--- config.mk ---
export PLATFORM = sky130hd
export DESIGN_NAME = message_flood_limiter_flat
export DESIGN_NICKNAME = d
export VERILOG_FILES = /design/src/hdl/mfl_pkg.sv /design/src/hdl/mfl_attempt_if.sv /design/src/hdl/mfl_result_if.sv /design/src/hdl/mfl_cfg_regs.sv /design/src/hdl/mfl_decide.sv /design/src/hdl/message_flood_limiter.sv /design/src/flat_wrapper.sv
export SDC_FILE = /design/constraint.sdc
export NUM_CORES = 1
export LEC_CHECK = 0
export BUFFER_PORTS_ARGS = -buffer_cell sky130_fd_sc_hd__buf_2
export CAP_MARGIN = 0
export CORE_AREA = 2 2 244 342
export DETAILED_ROUTE_END_ITERATION = 7
export DIE_AREA = 0 0 246 344
export SLEW_MARGIN = 15
export SYNTH_ARGS = -nofsm -noshare
export SYNTH_HDL_FRONTEND = slang
export SYNTH_SLANG_ARGS = --single-unit
--- constraint.sdc ---
create_clock -name clk -period 9.5 [get_ports clk]
set_input_delay 1.425 -clock clk [delete_from_list [all_inputs] [get_ports clk]]
set_output_delay 1.425 -clock clk [all_outputs]
set_load 0.1 [all_outputs]
--- src/hdl/mfl_pkg.sv ---
// shared constants, types and register map for the message flood limiter
// no dependencies; used by every module and interface of the block
package mfl_pkg;

	localparam int RING_DEPTH = 16;

	localparam int STAMP_W = 32;
	localparam int WAIT_W  = 32;
	localparam int MAX_W   = 5;
	localparam int WIN_W   = 16;
	localparam int LOCK_W  = 16;

	localparam int PTR_W = (RING_DEPTH > 1) ? $clog2(RING_DEPTH) : 1;
	localparam int CNT_W = $clog2(RING_DEPTH + 1);
	localparam int LIM_W = (CNT_W > MAX_W) ? CNT_W : MAX_W;
	localparam int SUM_W = PTR_W + 1;

	localparam int ADDR_W = 4;
	localparam int DATA_W = 32;

	typedef logic [1:0] reg_idx_t;
	localparam reg_idx_t REG_MAX_MESSAGES  = 2'd0;
	localparam reg_idx_t REG_WINDOW_FRAMES = 2'd1;
	localparam reg_idx_t REG_LOCK_FRAMES   = 2'd2;

	localparam logic [MAX_W-1:0]  MAX_MESSAGES_RST  = MAX_W'(4);
	localparam logic [WIN_W-1:0]  WINDOW_FRAMES_RST = WIN_W'(40);
	localparam logic [LOCK_W-1:0] LOCK_FRAMES_RST   = LOCK_W'(100);

	typedef enum logic [1:0] {
		VERDICT_ACCEPT = 2'd0,
		VERDICT_LOCKED = 2'd1,
		VERDICT_FLOOD  = 2'd2
	} verdict_t;

	typedef struct packed {
		logic [MAX_W-1:0]  max_messages;
		logic [WIN_W-1:0]  window_frames;
		logic [LOCK_W-1:0] lock_frames;
	} cfg_t;

endpackage

--- src/hdl/mfl_attempt_if.sv ---
// channel for message attempts: valid/ready handshake and the frame stamp
// depends on mfl_pkg for the stamp width
interface mfl_attempt_if;
	logic                        valid;
	logic                        ready;
	logic [mfl_pkg::STAMP_W-1:0] frame_now;

	modport source (output valid, output frame_now, input ready);
	modport sink (input valid, input frame_now, output ready);
endinterface

--- src/hdl/mfl_result_if.sv ---
// channel for limiter decisions: valid/ready handshake, verdict and wait count
// depends on mfl_pkg for the verdict type and wait width
interface mfl_result_if;
	logic                       valid;
	logic                       ready;
	mfl_pkg::verdict_t          verdict;
	logic [mfl_pkg::WAIT_W-1:0] wait_frames;

	modport source (output valid, output verdict, output wait_frames, input ready);
	modport sink (input valid, input verdict, input wait_frames, output ready);
endinterface

--- src/hdl/mfl_cfg_regs.sv ---
// apb configuration registers: limit, window length and lockout length
// depends on mfl_pkg for the register map, reset values and cfg_t
module mfl_cfg_regs (
	input  logic                        clk,
	input  logic                        arst_n,
	input  logic                        psel,
	input  logic                        penable,
	input  logic                        pwrite,
	input  logic [mfl_pkg::ADDR_W-1:0]  paddr,
	input  logic [mfl_pkg::DATA_W-1:0]  pwdata,
	output logic [mfl_pkg::DATA_W-1:0]  prdata,
	output logic                        pready,
	output mfl_pkg::cfg_t               cfg
);
	import mfl_pkg::*;

	cfg_t     cfg_q;
	reg_idx_t reg_idx;
	logic     wr_en;

	assign pready  = 1'b1;
	assign reg_idx = paddr[3:2];
	assign wr_en   = psel && penable && pwrite;
	assign cfg     = cfg_q;

	always_ff @(posedge clk or negedge arst_n) begin
		if (!arst_n) begin
			cfg_q.max_messages  <= MAX_MESSAGES_RST;
			cfg_q.window_frames <= WINDOW_FRAMES_RST;
			cfg_q.lock_frames   <= LOCK_FRAMES_RST;
		end else if (wr_en) begin
			case (reg_idx)
				REG_MAX_MESSAGES:  cfg_q.max_messages  <= pwdata[MAX_W-1:0];
				REG_WINDOW_FRAMES: cfg_q.window_frames <= pwdata[WIN_W-1:0];
				REG_LOCK_FRAMES:   cfg_q.lock_frames   <= pwdata[LOCK_W-1:0];
				default: ;
			endcase
		end
	end

	always_comb begin
		case (reg_idx)
			REG_MAX_MESSAGES:  prdata = DATA_W'(cfg_q.max_messages);
			REG_WINDOW_FRAMES: prdata = DATA_W'(cfg_q.window_frames);
			REG_LOCK_FRAMES:   prdata = DATA_W'(cfg_q.lock_frames);
			default:           prdata = '0;
		endcase
	end
endmodule

--- src/hdl/mfl_decide.sv ---
// decision logic and limiter state: stamp ring, pointer, fill count, lockout end
// depends on mfl_pkg; decides one attempt per cycle and updates state on fire
module mfl_decide (
	input  logic                         clk,
	input  logic                         arst_n,
	input  logic                         fire,
	input  logic [mfl_pkg::STAMP_W-1:0]  frame_now,
	input  mfl_pkg::cfg_t                cfg,
	output mfl_pkg::verdict_t            verdict,
	output logic [mfl_pkg::WAIT_W-1:0]   wait_frames
);
	import mfl_pkg::*;

	logic [STAMP_W-1:0] ring_q [RING_DEPTH];
	logic [PTR_W-1:0]   wr_ptr_q;
	logic [CNT_W-1:0]   count_q;
	logic [STAMP_W-1:0] lock_until_q;

	logic [LIM_W-1:0]   max_ext;
	logic [LIM_W-1:0]   limit;
	logic [SUM_W-1:0]   slot_sum;
	logic [PTR_W-1:0]   slot;
	logic [STAMP_W-1:0] age;
	logic               disabled;
	logic               locked;
	logic               enough;
	logic               flood;
	logic               do_push;
	logic               do_lock;

	always_comb begin
		max_ext  = LIM_W'(cfg.max_messages);
		limit    = (max_ext > LIM_W'(RING_DEPTH)) ? LIM_W'(RING_DEPTH) : max_ext;
		disabled = (cfg.max_messages == '0);
		locked   = (frame_now < lock_until_q);
		enough   = (LIM_W'(count_q) >= limit);
		// oldest stamp that still counts toward the limit
		slot_sum = SUM_W'(wr_ptr_q) + SUM_W'(RING_DEPTH) - SUM_W'(limit);
		if (slot_sum >= SUM_W'(RING_DEPTH)) begin
			slot_sum = slot_sum - SUM_W'(RING_DEPTH);
		end
		slot  = slot_sum[PTR_W-1:0];
		age   = frame_now - ring_q[slot];
		flood = enough && (age < STAMP_W'(cfg.window_frames));

		do_push = 1'b0;
		do_lock = 1'b0;
		verdict     = VERDICT_ACCEPT;
		wait_frames = '0;
		if (!disabled) begin
			if (locked) begin
				verdict     = VERDICT_LOCKED;
				wait_frames = lock_until_q - frame_now;
			end else if (flood) begin
				verdict     = VERDICT_FLOOD;
				wait_frames = WAIT_W'(cfg.lock_frames);
				do_lock     = 1'b1;
			end else begin
				do_push = 1'b1;
			end
		end
	end

	always_ff @(posedge clk) begin
		if (fire && do_push) begin
			ring_q[wr_ptr_q] <= frame_now;
		end
	end

	always_ff @(posedge clk or negedge arst_n) begin
		if (!arst_n) begin
			wr_ptr_q     <= '0;
			count_q      <= '0;
			lock_until_q <= '0;
		end else if (fire) begin
			if (do_push) begin
				wr_ptr_q <= (wr_ptr_q == PTR_W'(RING_DEPTH - 1)) ? '0 : wr_ptr_q + 1'b1;
				if (count_q != CNT_W'(RING_DEPTH)) begin
					count_q <= count_q + 1'b1;
				end
			end
			if (do_lock) begin
				lock_until_q <= frame_now + STAMP_W'(cfg.lock_frames);
			end
		end
	end
endmodule

--- src/hdl/message_flood_limiter.sv ---
// message flood limiter: one attempt per cycle while the result side keeps up; registered result
// result path: input register, then decision logic into the result register
// throughput: one attempt every cycle; limited only by result-side backpressure
// reset: arst_n clears handshake state, ring pointer, fill count and lockout end,
// and loads the register defaults; the stamp ring itself is never cleared
// and needs no clearing pass, since only stored stamps are ever compared
module message_flood_limiter (
	input  logic                        clk,
	input  logic                        arst_n,
	mfl_attempt_if.sink                 attempt,
	mfl_result_if.source                outcome,
	input  logic                        psel,
	input  logic                        penable,
	input  logic                        pwrite,
	input  logic [mfl_pkg::ADDR_W-1:0]  paddr,
	input  logic [mfl_pkg::DATA_W-1:0]  pwdata,
	output logic [mfl_pkg::DATA_W-1:0]  prdata,
	output logic                        pready
);
	import mfl_pkg::*;

	cfg_t cfg;

	// stage 1: registered attempt
	logic               valid_s1;
	logic [STAMP_W-1:0] frame_now_s1;

	// stage 2: registered result, doubles as the output holding register
	logic               valid_s2;
	verdict_t           verdict_s2;
	logic [WAIT_W-1:0]  wait_frames_s2;

	// decision outputs for the attempt in stage 1
	verdict_t           verdict_d;
	logic [WAIT_W-1:0]  wait_frames_d;

	logic               advance;
	logic               in_xfer;

	// stage 1 moves on when the result slot is free or being drained this cycle
	assign advance = valid_s1 && (!valid_s2 || outcome.ready);
	assign attempt.ready = !valid_s1 || advance;
	assign in_xfer = attempt.valid && attempt.ready;

	mfl_cfg_regs u_cfg (
		.clk     (clk),
		.arst_n  (arst_n),
		.psel    (psel),
		.penable (penable),
		.pwrite  (pwrite),
		.paddr   (paddr),
		.pwdata  (pwdata),
		.prdata  (prdata),
		.pready  (pready),
		.cfg     (cfg)
	);

	// state updates land on the same edge as the result, so the next
	// attempt in stage 1 already sees the new ring, count and lockout
	mfl_decide u_decide (
		.clk         (clk),
		.arst_n      (arst_n),
		.fire        (advance),
		.frame_now   (frame_now_s1),
		.cfg         (cfg),
		.verdict     (verdict_d),
		.wait_frames (wait_frames_d)
	);

	always_ff @(posedge clk or negedge arst_n) begin
		if (!arst_n) begin
			valid_s1 <= 1'b0;
			valid_s2 <= 1'b0;
		end else begin
			if (in_xfer) begin
				valid_s1 <= 1'b1;
			end else if (advance) begin
				valid_s1 <= 1'b0;
			end
			if (advance) begin
				valid_s2 <= 1'b1;
			end else if (outcome.ready) begin
				valid_s2 <= 1'b0;
			end
		end
	end

	// payload registers, no reset needed
	always_ff @(posedge clk) begin
		if (in_xfer) begin
			frame_now_s1 <= attempt.frame_now;
		end
		if (advance) begin
			verdict_s2     <= verdict_d;
			wait_frames_s2 <= wait_frames_d;
		end
	end

	assign outcome.valid       = valid_s2;
	assign outcome.verdict     = verdict_s2;
	assign outcome.wait_frames = wait_frames_s2;
endmodule

--- src/flat_wrapper.sv ---
// flat-port wrapper written by rule: the top's interface ports become plain ports
module message_flood_limiter_flat import mfl_pkg::*;
  (clk, arst_n, psel, penable, pwrite, paddr, pwdata, prdata, pready, attempt_valid, attempt_frame_now, attempt_ready, outcome_valid, outcome_verdict, outcome_wait_frames, outcome_ready);
  mfl_attempt_if attempt_i ();
  mfl_result_if outcome_i ();
  input  logic clk;
  input  logic arst_n;
  input  logic psel;
  input  logic penable;
  input  logic pwrite;
  input  logic [mfl_pkg::ADDR_W-1:0] paddr;
  input  logic [mfl_pkg::DATA_W-1:0] pwdata;
  output logic [mfl_pkg::DATA_W-1:0] prdata;
  output logic pready;
  input wire logic [$bits(attempt_i.valid)-1:0] attempt_valid;
  input wire logic [$bits(attempt_i.frame_now)-1:0] attempt_frame_now;
  output wire logic [$bits(attempt_i.ready)-1:0] attempt_ready;
  output wire logic [$bits(outcome_i.valid)-1:0] outcome_valid;
  output wire logic [$bits(outcome_i.verdict)-1:0] outcome_verdict;
  output wire logic [$bits(outcome_i.wait_frames)-1:0] outcome_wait_frames;
  input wire logic [$bits(outcome_i.ready)-1:0] outcome_ready;
  assign attempt_i.valid = attempt_valid;
  assign attempt_i.frame_now = attempt_frame_now;
  assign attempt_ready = attempt_i.ready;
  assign outcome_valid = outcome_i.valid;
  assign outcome_verdict = outcome_i.verdict;
  assign outcome_wait_frames = outcome_i.wait_frames;
  assign outcome_i.ready = outcome_ready;
  message_flood_limiter u_core (.clk(clk), .arst_n(arst_n), .attempt(attempt_i), .outcome(outcome_i), .psel(psel), .penable(penable), .pwrite(pwrite), .paddr(paddr), .pwdata(pwdata), .prdata(prdata), .pready(pready));
endmodule
Yosys cells after proc, flatten, opt, wreduce, memory -nomap -nowiden
Memories as Yosys holds them, arrays and structs flattened.
Index checks and enable logic that the tools add are counted.
{"block": "word_totals", "regBits": 146, "ram_bits": 512, "out_inout_bits": 69, "elab_cells": 71, "memories": 1}
{"name": "u_core.u_decide.ring_q", "depth": 16, "width": 32, "rd": 1, "rd_clocked_by_memory_dff": 0, "wr": 1, "line_no": "mfl_decide.sv:14", "source": "logic [STAMP_W-1:0] ring_q [RING_DEPTH];"}
{"block": "classes", "addsub": 8, "order_cmp": 5, "eq_ne": 4, "muxes": 20, "reduce_logical": 21}
{"op": "32-bit subtractor", "count": 2}
{"op": "16-bit one-hot mux with 3 select lines", "count": 1}
{"op": "32-bit by 16-bit adder with 32-bit output", "count": 1}
{"op": "32-bit by 16-bit less-than comparator with 1-bit output", "count": 1}
{"op": "32-bit less-than comparator", "count": 1}
{"op": "32-bit 2-to-1 mux", "count": 1}
{"op": "16-bit 2-to-1 mux", "count": 1}
{"op": "1-bit 2-to-1 mux", "count": 13}
{"op": "2-bit AND reduction", "count": 5}
{"op": "4-bit 2-to-1 mux", "count": 2}
{"op": "1-bit logical AND", "count": 6}
{"op": "4-bit by 5-bit adder with 5-bit output, second input constant", "count": 1}
{"op": "5-bit by 1-bit adder with 5-bit output, second input constant", "count": 1}
{"op": "5-bit >= comparator", "count": 1}
{"op": "5-bit >= comparator, second input constant", "count": 1}
{"op": "5-bit greater-than comparator, second input constant", "count": 1}
{"op": "5-bit logical NOT", "count": 1}
{"op": "5-bit 2-to-1 mux", "count": 1}
{"op": "5-bit != test, second input constant", "count": 1}
{"op": "5-bit subtractor", "count": 1}
{"op": "4-bit by 1-bit adder with 4-bit output, second input constant", "count": 1}
{"op": "4-bit == test, second input constant", "count": 1}
{"op": "2-bit nonzero test", "count": 2}
{"op": "4-bit by 1-bit subtractor with 4-bit output, second input constant", "count": 1}
{"op": "8 further kinds", "count": 10}

Longest topological paths before layout
An unclocked memory read counts as a cell.
{"block": "logic_depth", "depth_word": 15, "mapped_depth": 31, "ltp_nobuf": 28}

By module
Synthesis repeated with hierarchy kept, for this count alone.
{"block": "unflattened", "cells_unflattened": 1985, "hier_area_um2": 30416.7}
{"mod": "mfl_decide", "n_inst": 1, "cells_each": 1779, "area_per_inst_um2": 26505.4}
{"mod": "message_flood_limiter", "n_inst": 1, "cells_each": 74, "area_per_inst_um2": 2085.8}
{"mod": "mfl_cfg_regs", "n_inst": 1, "cells_each": 132, "area_per_inst_um2": 1825.5}

Worst setup path before layout
Ideal clock, no wire load.
{"block": "synth_timing", "path_kind": "reg-to-reg", "start": "register u_core.u_decide.wr_ptr_q[0]", "end": "memory u_core.u_decide.ring_q[1][0] (enable)", "setup_ns": 0.513, "arrival_time_ns": 9.878, "required_ns": 8.987, "setup_slack_ns": -0.890, "stages_incl_launch_ff": 28, "n_path_buf": 4, "period_less_slack_ns": 10.390, "cell_sequence": "dfrtp_1 > or3b_1 > fa_1 > clkbuf_1 > buf_1 > clkbuf_1 > mux4_2 > nand2_1 > nand2_1 > o21ai_0 > ha_1 > a211o_1 > o31ai_1 > nand2_1 > a21o_1 > a21oi_1 > xnor2_1 > ha_1 > nand2_1 > a2111oi_0 > o41a_1 > nor3b_1 > nor4bb_1 > and4_1 > nand4b_1 > buf_2 > nand2_1 > nor4b_1"}
{"block": "synth_between", "elab_chain_len": 14, "elab_cells_between_ends": 15, "cone_classes": "add/sub (4); order compare (2); mux (6); reduce/logical (2); memory (1)"}
{"element": "from (decl)", "line_no": "mfl_decide.sv:15", "source": "logic [PTR_W-1:0] wr_ptr_q;"}
{"element": "from (signal assigned)", "line_no": "mfl_decide.sv:77", "source": "wr_ptr_q <= (wr_ptr_q == PTR_W'(RING_DEPTH - 1)) ? '0 : wr_ptr_q + 1'b1;"}
{"element": "4-bit by 5-bit adder with 5-bit output", "line_no": "mfl_decide.sv:38", "source": "slot_sum = SUM_W'(wr_ptr_q) + SUM_W'(RING_DEPTH) - SUM_W'(limit);"}
{"element": "5-bit subtractor", "line_no": "mfl_decide.sv:38"}
{"element": "4-bit by 1-bit subtractor with 4-bit output or 5-bit >= comparator (tied branches)", "line_no": "mfl_decide.sv:40, mfl_decide.sv:39"}
{"element": "4-bit 2-to-1 mux", "line_no": "mfl_decide.sv:39", "source": "if (slot_sum >= SUM_W'(RING_DEPTH)) begin"}
{"element": "memory 16 x 32 bit"}
{"element": "32-bit subtractor", "line_no": "mfl_decide.sv:43", "source": "age = frame_now - ring_q[slot];"}
{"element": "32-bit by 16-bit less-than comparator with 1-bit output", "line_no": "mfl_decide.sv:44", "source": "flood = enough && (age < STAMP_W'(cfg.window_frames));"}
{"element": "1-bit logical AND", "line_no": "mfl_decide.sv:44"}
{"element": "1-bit 2-to-1 mux", "line_no": "mfl_decide.sv:54", "source": "end else if (flood) begin"}
{"element": "1-bit 2-to-1 mux", "line_no": "mfl_decide.sv:51", "source": "if (locked) begin"}
{"element": "1-bit 2-to-1 mux", "line_no": "mfl_decide.sv:50", "source": "if (!disabled) begin"}
{"element": "1-bit logical AND", "line_no": "mfl_decide.sv:65", "source": "if (fire && do_push) begin"}
{"element": "1-bit 2-to-1 mux", "line_no": "mfl_decide.sv:65"}
{"element": "1-bit 2-to-1 mux (implied by the code)", "line_no": "mfl_decide.sv:66", "source": "ring_q[wr_ptr_q] <= frame_now;"}
{"element": "to (decl)", "line_no": "mfl_decide.sv:14"}
Several ways; a longest one is shown, not always the timed one.

Final worst setup path
{"block": "layout_timing", "start": "register u_core.u_decide.wr_ptr_q[0]", "end": "memory u_core.u_decide.ring_q[1][28] (enable)"}
The elaborated chain is that of the path after synthesis.

==> out/results.ini <==
[worst_setup_path]
worst_setup_path_end_kind=register
crit_start=u_core.u_decide.wr_ptr_q[0]
start_kind=register
rr_endpoint=u_core.u_decide.ring_q[1][28]
worstPathRequired_ns=9.79
rr_worst_depth=27
crit_end=u_core.u_decide.ring_q[1][28]
cp_max_fo=27
crit_arrival_ns=9.38
r2r_slack_ns=0.41
r2r_start=u_core.u_decide.wr_ptr_q[0]
critPathKind=reg -> reg

[synth]
synthArstFlopShare=0.1216
synth-seq-cells=658
synth.top_cells.by_area=edfxtp_1 (56%), mux4_2 (9.4%), dfrtp_1 (6.0%)
synth_top_family_by_area=multiplexers
syn_avg_cell_area_um2=14.69
synthXorXnorAreaFrac=0.02156
synthesis.area_um2=30810
synth_cell_type_count=84
ys_warn_count=0
synth_mux_area_frac=0.1230
syn-instance-count=2098
synth.top_cells.by_count=edfxtp_1 (578), nand2_1 (227), mux4_2 (128)
synth_fa_ha_area_frac=0.04564
synthFlopType=edfxtp_1
synth-edff-count=578
yosys.area_share.simple=0.07670
synth-compound-area-share=0.07780
ys_seq_area_frac=0.6285
synth_most_common_cell=edfxtp_1
synth_top_area_share=0.5633
synth_largest_area_cell=edfxtp_1

[final_layout]
nets=2425
drive_gt1_frac=0.2148
final_cells=3357
area.growth.synth_to_final_pct=13.60
n_antenna_cell=0
fillCellCount=7278
post-route-util=0.4298

[cts]
max-clock-path-buffers=3
postCtsHoldBufs=0
cts-root-buf=clkbuf_16
post_cts_buffers=0
cts.clk_slew.worst_paths_ns=0.07
htree_num_levels=2
post_cts_resize_count=0
insertion_delay_ns=0.62
cts_tree=yes
cts_sinks=658
cts_made_buffers=56

[timing]
max_freq_mhz=110.0
rsz0062_at_grt=false
period_share=0.9572
skew_ns=0.02220
relSlewSlack=0.1474
setup_viol=0
postLayoutSetupSlackWorst_ns=0.4068
worst-slew-pin-transition_ns=1.268
fin_crit_ns=9.093
hold_viol=0
slew_viol_final=0

[floorplanning]
core_um2=81450
die_area_um2=84620
initial_utilization=0.3783
io_pins=144
row_count=124
die_h_um=344
fp.dieW_um=246

[power_and_ir_drop]
ir_worst_vdd_uv=231.0
p_int_w=0.007592
power_w=0.01335
cellLeakagePower_nw=12.86
p_comb_frac=0.563
powerDensity_nw_per_um2=381.4
swShare=0.4313
pwr-share-clk=0.174
power_frac_seq=0.263
p_switching_w=0.005758

[global_route]
grt_overflow=0
grt_pass1_vias=18954
antenna_found_initial=1
grt_max_degree=50
grt_usage=0.1867
grt_pass1_wl_mm=117.7

[place]
dp_slack_ns=0.3562
place_congestion=0.8848
dp_hpwl_mm=52.25
io_buffers=108
dpl.cell_count=3253

[drt]
vias=18213
drtAntennaViolNets=0
wl_mm=78.34
first_pass_iters=5
post_drt_wl_per_cell_um=23.34
first_iter_violations=1346
drc_errors=0
via_per_inst=5.425

[flow_run]
maxCapViolCount=0

[status]
status=complete, no violations

[worst_hold_path]
min_path_type=reg -> reg

[worst min path at each step]
stage / startpoint / to / slack (ns) / cells after the start
5_1_grt: u_core.u_decide.lock_until_q[22] / u_core.u_decide.lock_until_q[22] / 0.53 / 1
6_report: u_core.valid_s1 / u_core.outcome.valid / 0.51 / 1
3_5_place_dp: u_core.valid_s1 / u_core.outcome.valid / 0.49 / 1
2_1_floorplan: u_core.valid_s1 / u_core.outcome.valid / 0.45 / 1
3_3_place_gp: u_core.valid_s1 / u_core.outcome.valid / 0.45 / 1
4_1_cts: u_core.valid_s1 / u_core.outcome.valid / 0.50 / 1
[through the flow]
step	setup TNS [ns]	area (µm²)	hold slack, ns
after floorplan	-150.64	30900	0.4490
after global placement	0	33130	0.4545
after detailed placement	0	33140	0.4898
after CTS	0	35000	0.5048
after global routing	0	35000	0.5325
final	0	35000	0.5129
[placed cells by master, fill, tap and decap left out, types with 22 or more instances in the layout]
| cell | synthesis | routed |
|---|---|---|
| nand3_1 | 56 | 56 |
| a22o_1 | 23 | 23 |
| mux2_4 | 28 | 28 |
| xnor2_1 | 58 | 55 |
| inv_1 | 86 | 86 |
| o21ai_0 | 111 | 111 |
| buf_2 | 10 | 107 |
| clkbuf_16 | 0 | 58 |
| buf_4 | 19 | 47 |
| edfxtp_1 | 578 | 578 |
| nand2_1 | 227 | 227 |
| a21oi_1 | 55 | 55 |
| ha_1 | 106 | 106 |
| a21o_1 | 32 | 32 |
| nor3_1 | 28 | 22 |
| nor2_1 | 76 | 76 |
| dfrtp_1 | 74 | 74 |
| mux2_2 | 29 | 29 |
| mux4_2 | 128 | 128 |
[layout make-up]
class | instances | area [µm²] | share of cell area
Timing Repair Buffer | 172 | 1240 | 0.03542
Clock buffer | 69 | 1503 | 0.04293
Multi-Input combinational cell | 1265 | 10880 | 0.3108
Clock inverter | 35 | 351.6 | 0.01004
Inverter | 87 | 326.6 | 0.009329
Sequential cell | 658 | 19370 | 0.5532
Tap cell | 1071 | 1340 | 0.03828
[layer usage]
metal  vias to the layer above  share of wire  global-route usage
met2                       490           0.53              0.3411
met5                         -              0                   0
li1                       8338              -                   -
met1                      9236           0.38              0.2176
met3                       149          0.038             0.02046
met4                         0          0.048             0.08939
[power groups by stage]
stage	clock [W]	combinational, W	sequential [W]
global placement	0	0.00747	0.00355
detailed placement	0	0.00752	0.00357
global route	0.00247	0.00828	0.00353
floorplan	0	0.00537	0.00358
finish	0.00233	0.00751	0.00351
CTS	0.00237	0.00757	0.00351
[worst max-delay path, stage by stage, from the launching register on]
cell and delay (ns):
dfrtp_1 0.49, or3b_1 0.47, fa_4 1.11, buf_4 0.37, mux4_2 0.35, mux2i_1 0.18, mux2_2 0.20, ha_1 0.22
nor2b_1 0.15, o31a_1 0.31, o31ai_1 0.64, nand2_1 0.23, a21o_1 0.23, a21oi_1 0.16, xnor2_1 0.09, ha_1 0.31
nand2_1 0.09, o21ai_0 0.49, a2111oi_0 0.21, o2111ai_1 0.17, nor3b_1 0.08, nor4bb_1 0.13, and4_1 0.16, nand4b_1 0.29
nand2_1 0.16, buf_12 0.20, nor4b_2 0.89, buf_12 0.33
[flip-flops by register name, summed over array words and instances (netlist names)]
signal                        flops
u_core.u_decide.ring_q          512
u_core.u_cfg.cfg                 37
u_core.frame_now_s1              32
u_core.outcome.wait_frames       32
u_core.u_decide.lock_until_q     32
u_core.u_decide.count_q           5
u_core.u_decide.wr_ptr_q          4
u_core.outcome.verdict            2
u_core.outcome.valid              1
u_core.valid_s1                   1
[cell families after synthesis]
logic type	after synthesis
flip-flops	658
other	2
multiplexers	201
buffers and inverters	190
adder cells (fa/ha/maj)	110
AND/OR/NAND/NOR	506
AO/OA/AOI/OAI	356
XOR/XNOR	75
Power figures use the tool's default switching activity.
